### config.mk
export PLATFORM = sky130hd
export DESIGN_NAME = modem_reply_line_classifier_top
export DESIGN_NICKNAME = d
export VERILOG_FILES = /design/src/hw/rtl/mrlc_pkg.sv /design/src/hw/rtl/mrlc_front.sv /design/src/hw/rtl/mrlc_fifo.sv /design/src/hw/rtl/mrlc_back.sv /design/src/hw/rtl/modem_reply_line_classifier_top.sv
export SDC_FILE = /design/constraint.sdc
export NUM_CORES = 1
export LEC_CHECK = 0
export BUFFER_PORTS_ARGS = -buffer_cell sky130_fd_sc_hd__buf_2
export CAP_MARGIN = 30
export CORE_MARGIN = 5
export CORE_UTILIZATION = 38
export CTS_BUF_LIST = sky130_fd_sc_hd__clkbuf_8
export DETAILED_ROUTE_END_ITERATION = 6
export PLACE_DENSITY_LB_ADDON = 0.1
export SETUP_SLACK_MARGIN = 0.3
export SLEW_MARGIN = 5
export SYNTH_ARGS = -nofsm -noshare
export SYNTH_HDL_FRONTEND = slang
export SYNTH_SLANG_ARGS = --single-unit
### constraint.sdc
create_clock -name clk -period 12.2 [get_ports clk]
set_clock_uncertainty 0.15 [all_clocks]
set_input_delay 2.44 -clock clk [delete_from_list [all_inputs] [get_ports clk]]
set_output_delay 2.44 -clock clk [all_outputs]
set_load 0.02 [all_outputs]
### src/hw/rtl/mrlc_pkg.sv
// Package for the modem reply line classifier.
// Holds shared types, byte codes, verdict codes and reply patterns.
// No dependencies.
package mrlc_pkg;

  localparam int LINE_BYTES_DEF = 64;
  localparam int LEN_MAX_W      = 8;   // holds any line length up to 255 bytes
  localparam int MIN_KEEP       = 7;

  localparam logic [7:0] BYTE_CR = 8'h0D;
  localparam logic [7:0] BYTE_LF = 8'h0A;

  localparam logic [1:0] EXP_JOIN = 2'd1;
  localparam logic [1:0] EXP_SEND = 2'd2;

  typedef enum logic [3:0] {
    V_NONE        = 4'd0,
    V_JOIN_FAILED = 4'd1,
    V_JOINED      = 4'd2,
    V_JOIN_OTHER  = 4'd3,
    V_BUSY        = 4'd4,
    V_NOT_JOINED  = 4'd5,
    V_CONFIRMED   = 4'd6,
    V_PARAM_ERROR = 4'd7,
    V_SEND_OTHER  = 4'd8
  } verdict_t;

  typedef enum logic {
    BK_IDLE,
    BK_SCAN
  } back_state_t;

  // reply patterns, last character in the low byte
  localparam int PLEN_JOIN_FAIL  = 16;
  localparam int PLEN_JOINED     = 11;
  localparam int PLEN_BUSY       = 13;
  localparam int PLEN_NO_NET     = 20;
  localparam int PLEN_CONFIRMED  = 19;
  localparam int PLEN_PARAM      = 14;

  localparam logic [8*PLEN_JOIN_FAIL-1:0] PAT_JOIN_FAIL = "+EVT:JOIN FAILED";
  localparam logic [8*PLEN_JOINED-1:0]    PAT_JOINED    = "+EVT:JOINED";
  localparam logic [8*PLEN_BUSY-1:0]      PAT_BUSY      = {"AT_BUSY", "_ERROR"};
  localparam logic [8*PLEN_NO_NET-1:0]    PAT_NO_NET    = {"AT_NO_NETWORK", "_JOINED"};
  localparam logic [8*PLEN_CONFIRMED-1:0] PAT_CONFIRMED = {"+EVT:SEND", "_CONFIRMED"};
  localparam logic [8*PLEN_PARAM-1:0]     PAT_PARAM     = {"AT_PARAM", "_ERROR"};

  localparam int WIN_BYTES = 20;
  localparam int FILL_W    = $clog2(WIN_BYTES + 1);

  // one queue entry per received byte
  typedef struct packed {
    logic                 job;       // 1: classify the stored line
    logic                 pending;
    logic [LEN_MAX_W-1:0] len;
    logic [1:0]           expected;
  } q_entry_t;

  // back end to front end: line store read port and job completion
  typedef struct packed {
    logic                 rd_en;
    logic [LEN_MAX_W-1:0] rd_addr;
    logic                 job_done;
  } scan_ctl_t;

endpackage

### src/hw/rtl/mrlc_front.sv
// Front end: accepts bytes, fills the line store, detects CR LF line ends.
// Pushes one queue entry per byte. Depends on mrlc_pkg.
module mrlc_front
  import mrlc_pkg::*;
#(
  parameter int LINE_BYTES = LINE_BYTES_DEF
) (
  input  logic       clk,
  input  logic       rst,
  input  logic       s_tvalid,
  output logic       s_tready,
  input  logic [7:0] s_tdata,
  input  logic [1:0] s_tuser,
  output logic       q_valid,
  input  logic       q_ready,
  output q_entry_t   q_entry,
  input  scan_ctl_t  scan_ctl,
  output logic [7:0] rd_data,
  output logic       busy
);

  localparam int AW = $clog2(LINE_BYTES);

  logic [7:0]    mem [LINE_BYTES];
  logic [AW-1:0] count;
  logic          last_cr;
  logic          accept;
  logic          line_end;
  logic          do_store;
  logic          long_line;

  assign s_tready  = !busy && q_ready;
  assign accept    = s_tvalid && s_tready;
  assign line_end  = (s_tdata == BYTE_LF) && (count != '0) && last_cr;
  assign long_line = count > AW'(MIN_KEEP);
  assign do_store  = !line_end && (count < AW'(LINE_BYTES - 1));
  assign q_valid   = accept;

  always_comb begin
    q_entry.job      = line_end && long_line;
    q_entry.pending  = line_end ? !long_line : do_store;
    q_entry.len      = LEN_MAX_W'(count - AW'(1));
    q_entry.expected = s_tuser;
  end

  always_ff @(posedge clk) begin
    if (rst) begin
      count   <= '0;
      last_cr <= 1'b0;
      busy    <= 1'b0;
    end else begin
      if (accept) begin
        if (do_store) begin
          count   <= count + AW'(1);
          last_cr <= (s_tdata == BYTE_CR);
        end else begin
          count <= '0;
        end
        if (line_end && long_line) begin
          busy <= 1'b1;
        end
      end
      if (scan_ctl.job_done) begin
        busy <= 1'b0;
      end
    end
  end

  always_ff @(posedge clk) begin
    if (accept && do_store) begin
      mem[count] <= s_tdata;
    end
    if (scan_ctl.rd_en) begin
      rd_data <= mem[scan_ctl.rd_addr[AW-1:0]];
    end
  end

endmodule

### src/hw/rtl/mrlc_fifo.sv
// Two-entry queue between front and back end.
// Depends on mrlc_pkg.
module mrlc_fifo
  import mrlc_pkg::*;
(
  input  logic     clk,
  input  logic     rst,
  input  logic     in_valid,
  output logic     in_ready,
  input  q_entry_t in_entry,
  output logic     out_valid,
  input  logic     out_ready,
  output q_entry_t out_entry
);

  q_entry_t   slots [2];
  logic       wr_ptr;
  logic       rd_ptr;
  logic [1:0] fill;
  logic       push;
  logic       pop;

  assign in_ready  = (fill != 2'd2);
  assign out_valid = (fill != 2'd0);
  assign out_entry = slots[rd_ptr];
  assign push      = in_valid && in_ready;
  assign pop       = out_valid && out_ready;

  always_ff @(posedge clk) begin
    if (rst) begin
      wr_ptr <= 1'b0;
      rd_ptr <= 1'b0;
      fill   <= 2'd0;
    end else begin
      if (push) begin
        wr_ptr <= !wr_ptr;
      end
      if (pop) begin
        rd_ptr <= !rd_ptr;
      end
      if (push && !pop) begin
        fill <= fill + 2'd1;
      end else if (pop && !push) begin
        fill <= fill - 2'd1;
      end
    end
  end

  always_ff @(posedge clk) begin
    if (push) begin
      slots[wr_ptr] <= in_entry;
    end
  end

endmodule

### src/hw/rtl/mrlc_back.sv
// Back end: scans a finished line one byte a cycle through a 20-byte window,
// matches the reply patterns and drives the result register. Depends on mrlc_pkg.
module mrlc_back
  import mrlc_pkg::*;
#(
  parameter int LINE_BYTES = LINE_BYTES_DEF
) (
  input  logic        clk,
  input  logic        rst,
  input  logic        q_valid,
  output logic        q_ready,
  input  q_entry_t    q_entry,
  output scan_ctl_t   scan_ctl,
  input  logic [7:0]  rd_data,
  output logic        m_tvalid,
  input  logic        m_tready,
  output logic [15:0] m_tdata
);

  localparam int AW = $clog2(LINE_BYTES);

  back_state_t            state, state_next;
  logic [AW-1:0]          idx;
  logic [AW-1:0]          len;
  logic [1:0]             expected;
  logic                   stop;
  logic                   rd_valid;
  logic [8*WIN_BYTES-1:0] win;
  logic [8*WIN_BYTES-1:0] win_next;
  logic [FILL_W-1:0]      fill;
  logic [FILL_W-1:0]      fill_next;
  logic [5:0]             found;
  logic [5:0]             hit;
  logic                   take_ok;
  logic                   start;
  logic                   issue_done;
  logic                   out_load;
  logic                   out_pending;
  logic                   out_done;
  verdict_t               out_verdict;
  verdict_t               verdict;
  logic [5:0]             out_length;

  assign take_ok    = !m_tvalid || m_tready;
  assign issue_done = (idx == len) || stop;
  assign win_next   = {win[8*WIN_BYTES-9:0], rd_data};
  assign fill_next  = (fill == FILL_W'(WIN_BYTES)) ? fill : fill + FILL_W'(1);

  assign hit[0] = (fill_next >= FILL_W'(PLEN_JOIN_FAIL)) &&
                  (win_next[8*PLEN_JOIN_FAIL-1:0] == PAT_JOIN_FAIL);
  assign hit[1] = (fill_next >= FILL_W'(PLEN_JOINED)) &&
                  (win_next[8*PLEN_JOINED-1:0] == PAT_JOINED);
  assign hit[2] = (fill_next >= FILL_W'(PLEN_BUSY)) &&
                  (win_next[8*PLEN_BUSY-1:0] == PAT_BUSY);
  assign hit[3] = (fill_next >= FILL_W'(PLEN_NO_NET)) &&
                  (win_next[8*PLEN_NO_NET-1:0] == PAT_NO_NET);
  assign hit[4] = (fill_next >= FILL_W'(PLEN_CONFIRMED)) &&
                  (win_next[8*PLEN_CONFIRMED-1:0] == PAT_CONFIRMED);
  assign hit[5] = (fill_next >= FILL_W'(PLEN_PARAM)) &&
                  (win_next[8*PLEN_PARAM-1:0] == PAT_PARAM);

  always_comb begin
    case (expected)
      EXP_JOIN: verdict = found[0] ? V_JOIN_FAILED :
                          found[1] ? V_JOINED : V_JOIN_OTHER;
      EXP_SEND: verdict = found[2] ? V_BUSY :
                          found[3] ? V_NOT_JOINED :
                          found[4] ? V_CONFIRMED :
                          found[5] ? V_PARAM_ERROR : V_SEND_OTHER;
      default:  verdict = V_NONE;
    endcase
  end

  always_comb begin
    state_next        = state;
    q_ready           = 1'b0;
    start             = 1'b0;
    out_load          = 1'b0;
    out_pending       = 1'b1;
    out_done          = 1'b0;
    out_verdict       = V_NONE;
    out_length        = '0;
    scan_ctl.rd_en    = 1'b0;
    scan_ctl.rd_addr  = LEN_MAX_W'(idx);
    scan_ctl.job_done = 1'b0;
    case (state)
      BK_IDLE: begin
        if (q_valid && take_ok) begin
          q_ready = 1'b1;
          if (q_entry.job) begin
            start      = 1'b1;
            state_next = BK_SCAN;
          end else begin
            out_load    = 1'b1;
            out_pending = q_entry.pending;
          end
        end
      end
      BK_SCAN: begin
        scan_ctl.rd_en = !issue_done;
        if (issue_done && !rd_valid && take_ok) begin
          out_load          = 1'b1;
          out_pending       = 1'b0;
          out_done          = 1'b1;
          out_verdict       = verdict;
          out_length        = 6'(len);
          scan_ctl.job_done = 1'b1;
          state_next        = BK_IDLE;
        end
      end
      default: state_next = BK_IDLE;
    endcase
  end

  always_ff @(posedge clk) begin
    if (rst) begin
      state    <= BK_IDLE;
      rd_valid <= 1'b0;
      m_tvalid <= 1'b0;
    end else begin
      state    <= state_next;
      rd_valid <= scan_ctl.rd_en;
      if (out_load) begin
        m_tvalid <= 1'b1;
      end else if (m_tready) begin
        m_tvalid <= 1'b0;
      end
    end
  end

  always_ff @(posedge clk) begin
    if (start) begin
      idx      <= '0;
      len      <= q_entry.len[AW-1:0];
      expected <= q_entry.expected;
      stop     <= 1'b0;
      fill     <= '0;
      found    <= '0;
    end else begin
      if (scan_ctl.rd_en) begin
        idx <= idx + AW'(1);
      end
      if (rd_valid && !stop) begin
        if (rd_data == 8'h00) begin
          stop <= 1'b1;
        end else begin
          win   <= win_next;
          fill  <= fill_next;
          found <= found | hit;
        end
      end
    end
    if (out_load) begin
      m_tdata <= {4'd0, out_length, out_verdict, out_done, out_pending};
    end
  end

endmodule

### src/hw/rtl/modem_reply_line_classifier_top.sv
// Modem reply line classifier, top level.
// Each byte's result goes through a queue slot and then the result register; for a long
// line end the stored line is first scanned, one stored byte a cycle, then the verdict loaded.
// Throughput: one byte a cycle; input stalls while a line is scanned or the queue is full.
// Reset (rst, synchronous): line count, queue and result valid clear; store keeps old data.
// Depends on mrlc_pkg, mrlc_front, mrlc_fifo, mrlc_back.
module modem_reply_line_classifier_top
  import mrlc_pkg::*;
#(
  parameter int LINE_BYTES = LINE_BYTES_DEF
) (
  input  logic        clk,
  input  logic        rst,
  input  logic        s_tvalid,
  output logic        s_tready,
  input  logic [7:0]  s_tdata,   // [7:0] rx_byte
  input  logic [1:0]  s_tuser,   // [1:0] expected_reply
  output logic        m_tvalid,
  input  logic        m_tready,
  output logic [15:0] m_tdata    // [0] reply_pending, [1] line_done, [5:2] verdict,
                                 // [11:6] line_length, [15:12] zero
);

  logic      fq_valid;
  logic      fq_ready;
  q_entry_t  fq_entry;
  logic      bq_valid;
  logic      bq_ready;
  q_entry_t  bq_entry;
  scan_ctl_t scan_ctl;
  logic [7:0] rd_data;
  logic      busy;

  mrlc_front #(.LINE_BYTES(LINE_BYTES)) u_front (
    .clk      (clk),
    .rst      (rst),
    .s_tvalid (s_tvalid),
    .s_tready (s_tready),
    .s_tdata  (s_tdata),
    .s_tuser  (s_tuser),
    .q_valid  (fq_valid),
    .q_ready  (fq_ready),
    .q_entry  (fq_entry),
    .scan_ctl (scan_ctl),
    .rd_data  (rd_data),
    .busy     (busy)
  );

  mrlc_fifo u_fifo (
    .clk       (clk),
    .rst       (rst),
    .in_valid  (fq_valid),
    .in_ready  (fq_ready),
    .in_entry  (fq_entry),
    .out_valid (bq_valid),
    .out_ready (bq_ready),
    .out_entry (bq_entry)
  );

  mrlc_back #(.LINE_BYTES(LINE_BYTES)) u_back (
    .clk      (clk),
    .rst      (rst),
    .q_valid  (bq_valid),
    .q_ready  (bq_ready),
    .q_entry  (bq_entry),
    .scan_ctl (scan_ctl),
    .rd_data  (rd_data),
    .m_tvalid (m_tvalid),
    .m_tready (m_tready),
    .m_tdata  (m_tdata)
  );

  a_done_when_busy: assert property (@(posedge clk) disable iff (rst)
    scan_ctl.job_done |-> busy)
    else $error("scan finished with no line held");

  a_read_when_busy: assert property (@(posedge clk) disable iff (rst)
    scan_ctl.rd_en |-> (busy && !s_tready))
    else $error("line store read while input open");

  a_verdict_with_done: assert property (@(posedge clk) disable iff (rst)
    (m_tvalid && (m_tdata[5:2] != 4'd0 || m_tdata[11:6] != 6'd0)) |-> m_tdata[1])
    else $error("verdict or length without line_done");

  a_done_not_pending: assert property (@(posedge clk) disable iff (rst)
    (m_tvalid && m_tdata[1]) |-> !m_tdata[0])
    else $error("line_done with reply_pending set");

endmodule

Word level (Yosys, flattened, before mapping)
Memory sizes are Yosys's and may differ from the RTL's. A register that Yosys moved wholly into a read port is not among the register bits.
Cells that the tools add are included.
{ "totals": {"ff_bits": 205, "mem_bits_rw": 536, "in_bits": 14, "out_inout_bits": 18, "elab_cells": 133, "memories": 2} }
{ "classes": {"n_addsub": 6, "n_lt_le_gt_ge": 8, "eq_ne": 13, "muxes": 36, "bitwise_logic": 4, "reduce_logical": 46} }
{ "mem_list": {"columns": ["memory", "depth", "word_bits", "rd", "rd_ports_with_merged_regs", "wr", "line", "text"], "rows": [
  ["u_front.mem", 64, 8, 1, 1, 1, "mrlc_front.sv:24", "logic [7:0] mem [LINE_BYTES];"],
  ["u_fifo.slots", 2, 12, 1, 1, 1, "mrlc_fifo.sv:16", "q_entry_t slots [2];"]
]} }
{ "op_table": {"columns": ["cell", "n"], "rows": [
  ["$eq 160x159->1 const B", 1],
  ["$eq 152x150->1 const B", 1],
  ["$eq 128x126->1 const B", 1],
  ["$eq 112x111->1 const B", 1],
  ["$eq 104x103->1 const B", 1],
  ["$eq 88x86->1 const B", 1],
  ["$mux 1", 23],
  ["$logic_and 1x1->1", 21],
  ["$mux 4", 5],
  ["$eq 8x4->1 const B", 2],
  ["$ge 5x4->1 const B", 3],
  ["$ge 5x5->1 const B", 3],
  ["$add 6x1->6 const B", 2],
  ["$logic_not 1->1", 11],
  ["$reduce_and 2->1", 5],
  ["$logic_not 8->1", 1],
  ["$pmux 4 s2", 1],
  ["$sub 6x1->7 const B", 1],
  ["$eq 6x6->1", 1],
  ["$gt 6x3->1 const B", 1],
  ["$lt 6x6->1 const B", 1],
  ["$mux 6", 1],
  ["$or 6x6->6", 1],
  ["$pmux 1 s2", 3],
  ["15 further kinds", 21]
]} }

Longest topological paths before layout
{ "depth": {"word_depth": 9, "depth_mapped": 9, "mapped_depth_nobuf": 8} }

Cells and area by module
From an unflattened synthesis, not the netlist that was laid out.
{ "hier_totals": {"hier_cells": 1554, "area_unflattened_um2": 29463.3} }
{ "by_module_without_submodules": {"columns": ["module", "instances", "cells_per_inst", "area_each_um2", "seq_area_each_um2"], "rows": [
  ["mrlc_front", 1, 1003, 20802.5, 15775.1],
  ["mrlc_back", 1, 490, 7577.3, 5585.4],
  ["mrlc_fifo", 1, 61, 1083.5, 820.8]
]} }

Worst setup path before layout
No wires, ideal clock.
{ "synth_timing": {"kind": "input-to-reg", "start": "input m_tready", "end": "register u_back.win[0], enable pin", "setup_time_ps": 666, "t_arrival_ps": 9559, "required_ps": 11384, "path_slack_ps": 1825, "stages": 5, "n_path_buf": 1, "path_cell_list": "nor2b_1 or4_1 inv_1 clkbuf_1 nor2_1"} }
{ "synth_via": {"elab_chain_cells": 6} }
{ "synth_rtl": {"columns": ["element", "line", "text"], "rows": [
  ["start: declaration", "modem_reply_line_classifier_top.sv:19", "input logic m_tready,"],
  ["$logic_or 1x1->1", "mrlc_back.sv:44", "assign take_ok = !m_tvalid || m_tready;"],
  ["$logic_and 1x1->1", "mrlc_back.sv:88", "if (q_valid && take_ok) begin"],
  ["$mux 1", "mrlc_back.sv:88", null],
  ["$mux 1", "mrlc_back.sv:86", "case (state)"],
  ["net u_back.start", "mrlc_back.sv:35", "logic start;"],
  ["$not 1->1 (no line)", null, null],
  ["$reduce_and 3->1 (no line)", null, null],
  ["end signal: assignment", "mrlc_back.sv:147", "win <= win_next;"],
  ["end: declaration", "mrlc_back.sv:28", "logic [8*WIN_BYTES-1:0] win;"]
]} }
The timed path passes the listed nets, and every way through them passes these cells.
A chain may end at the register's enable or synchronous reset.

Worst setup path after layout
{ "layout_timing": {"start": "input m_tready", "end": "register u_back.win[142], enable pin"} }
{ "layout_via": {"elab_chain_cells": 6} }
{ "layout_rtl": {"columns": ["element", "line"], "rows": [
  ["$logic_or 1x1->1", "mrlc_back.sv:44"],
  ["$logic_and 1x1->1", "mrlc_back.sv:88"],
  ["$mux 1", "mrlc_back.sv:88"],
  ["$mux 1", "mrlc_back.sv:86"],
  ["$not 1->1 (no line)", null],
  ["$reduce_and 3->1 (no line)", null]
]} }
Every way passes these cells.

==> impl_metrics.yaml <==
synthesis:
  synthTopCellsByCount: "edfxtp_1 (712), nor2_1 (118), mux4_2 (112), mux2i_1 (55), nand2_1 (43)"
  synth_top_cell_by_area: "edfxtp_1"
  synthTopCellsByArea: "edfxtp_1 (74%), mux4_2 (8.7%), dfxtp_1 (2.4%), mux2i_1 (1.9%), nor2_1 (1.5%)"
  syn_avg_cell_area_sq_um: 18.7
  syn-cell-area_sq_um: 28900
  synth_seq_area_share_pct: 76.4
  async_reset_ff_share_pct: 0
  synth_edf_count: 712
  ys_seq_elements: 746
  synth.most_common_cell: "edfxtp_1"
  yosysUniqueCellTypes: 61
  yosysWarningCount: 0
  syn_inst: 1543
  synthFlopType: "edfxtp_1"
  synth_top_area_share_pct: 74.0
power:
  p_clk_share_pct: 33.2
  pwr-share-seq_pct: 49.1
  p_leak_nw: 10.2
  switching_share_pct: 28.1
  combPwrFrac_pct: 17.7
  peakVddDrop_mv: 0.135
  cellPowerDensity_nw_per_um2: 195
  p_switching_w: 0.00178
  p_int_w: 0.00456
critical_path:
  path_class: "in2reg"
  r2r-end: "u_back.win[142]$_DFFE_PP_"
  rrSetupSlack_ps: 7740
  cp.required_ps: 12470
  crit_path_end_kind: "flip-flop"
  crit_arrival_ps: 5820
  crit_end: "u_back.win[142]$_DFFE_PP_"
  cp-start-kind: "input pin"
  r2r_cells: 7
  critPathLaunch: "m_tready"
  cp_max_fo: 72
place:
  routabilityCongestion: 0.872
  placed_area_sq_um: 30200
  hpwl_microns: 42900
  portBuffers: 27
drt:
  drc: 0
  via_per_inst: 5.36
  wl_microns: 69100
  wire_per_inst_microns: 25.3
  ant_nets: 0
  dr.pass1.iters: 5
  drt_iter0_drc: 998
  vias: 14700
cells_and_area:
  post_route_cells_drive_above_1_share_pct: 20.5
  seq_area_sq_um: 22100
  fill_cells: 6628
  multi_input_area_sq_um: 6480
  utilization_pct: 43.0
  synthToLayoutAreaGrowth_pct: 12.8
  fin_nets: 1683
  design_area_sq_um: 32600
sta:
  hold_slack_ps: 261
  setup_tns_ps: 0
  drv_slew: 0
  hold_viol_final: 0
  fin_crit_sh_pct: 45.5
  slew-limit-headroom_pct: 34.5
  setup_viol: 0
  rsz0062_at_grt: "no"
  worst_slew_pin_slew_ps: 977
  timing.final.crit_period_ps: 5550
  max_freq_mhz: 180
clock_tree:
  clkSinkCount: 746
  clock_path_buffers: 3
  ctsHoldBuffers: 0
  clkTransAtPathRegs_ps: 60
  cts_tree: "built"
  cts.repair.resized: 0
  clk_latency_ps: 770
  htree_levels: 4
  cts_setup_buffers: 0
  numCtsBuffers: 130
  cts_root_buffer: "clkbuf_8"
floorplanning:
  die_height_microns: 286
  core_area_sq_um: 75700
  start_util_pct: 38.2
  dieArea_sq_um: 81600
  io_pins: 32
  placementRows: 101
  fp.dieW_microns: 286
grt:
  grt_pass1_wl_microns: 103000
  antenna_found_initial: 3
  grt_max_degree: 100
  gr-usage-all-layers_pct: 17.0
  grt_pass1_vias: 15300
  grt-ovfl-total: 0
status:
  outcome: "finished, final reports clean"
run:
  drv_cap: 0
min_path:
  hold_path_class: "reg2reg"
-- registers in the layout (all words and copies together), names as in the netlist, 5 cells and up, named ones only --
signal,cells
u_front.mem,512
u_back.win,152
u_fifo.slots,20
u_back.m_tdata,12
u_front.rd_data,8
u_back.found,6
u_back.idx,6
u_back.len,6
u_front.count,6
u_back.fill,5
-- how the worst min path moves through the flow --
stage                                   start  cells after the start                         to  slack [ps]
CTS                  u_back.win[70]$_DFFE_PP_                      0   u_back.win[78]$_DFFE_PP_         260
finish               u_back.win[70]$_DFFE_PP_                      0   u_back.win[78]$_DFFE_PP_         260
global placement     u_back.win[70]$_DFFE_PP_                      0   u_back.win[78]$_DFFE_PP_         270
floorplan           u_back.win[125]$_DFFE_PP_                      0  u_back.win[133]$_DFFE_PP_         270
detailed placement   u_back.win[70]$_DFFE_PP_                      0   u_back.win[78]$_DFFE_PP_         270
global route         u_back.win[70]$_DFFE_PP_                      0   u_back.win[78]$_DFFE_PP_         260
-- per-stage QoR --
stage	worst slack, ps	power [W]	cells
after detailed placement	5480	0.00432	2503
after CTS	6350	0.00646	2730
final	6650	0.00635	2734
after global routing	6360	0.00665	2733
after floorplan	1830	0.00392	1546
after global placement	5590	0.00432	2503
-- cell usage in the layout (no fill, tap or decap), drive strengths merged, types with 31 or more instances in the layout --
cell | netlist | layout
edfxtp | 712 | 712
inv | 16 | 58
a22oi | 31 | 31
clkinv | 1 | 47
nand2 | 43 | 43
buf | 48 | 51
clkbuf | 22 | 132
mux4 | 112 | 112
nor2 | 119 | 119
mux2i | 55 | 55
dfxtp | 34 | 34
nand3 | 35 | 35
-- final cells by class --
type,instances,share of cell area (%)
timing repair buffer,51,1.07
clock inverter,95,1.75
tap,978,3.76
clock buffer,132,5.58
inverter,17,0.196
sequential,746,67.7
antenna,2,0.0154
multi-input combinational,713,19.9
-- routing by layer --
| layer | wire [microns] | GRT usage (%) | vias up |
|---|---|---|---|
| met5 | 0 | 0 | - |
| met4 | 2210 | 6.64 | 0 |
| met3 | 3190 | 3.44 | 141 |
| met2 | 32700 | 26.7 | 398 |
| met1 | 31000 | 23.4 | 7592 |
| li1 | - | - | 6520 |
-- critical path, stage by stage --
cell and delay [ps]:
buf_2 90, nor2b_1 310, or4_1 420, inv_1 450, nor2_4 860, buf_4 550, buf_4 280, buf_16 310
-- power groups by stage --
stage,sequential [W],combinational (W),clock (W)
final,0.00312,0.00113,0.00211
after global routing,0.00313,0.00121,0.00231
after detailed placement,0.00317,0.00115,0
after floorplan,0.00311,0.000812,0
after global placement,0.00317,0.00115,0
after CTS,0.00312,0.00115,0.00218
-- cells by family after synthesis --
group / after synthesis / synth area share [%]
other: 1 / 0.0130
AOI/OAI and AO/OA: 128 / 2.96
DFF: 746 / 76.4
adders and majority gates: 10 / 0.433
muxes: 176 / 11.0
and+or+nand+nor: 372 / 7.22
buffers and inverters: 87 / 1.31
xor gates and xnor gates: 23 / 0.697
Note: power is estimated with default switching activity, not from simulation.
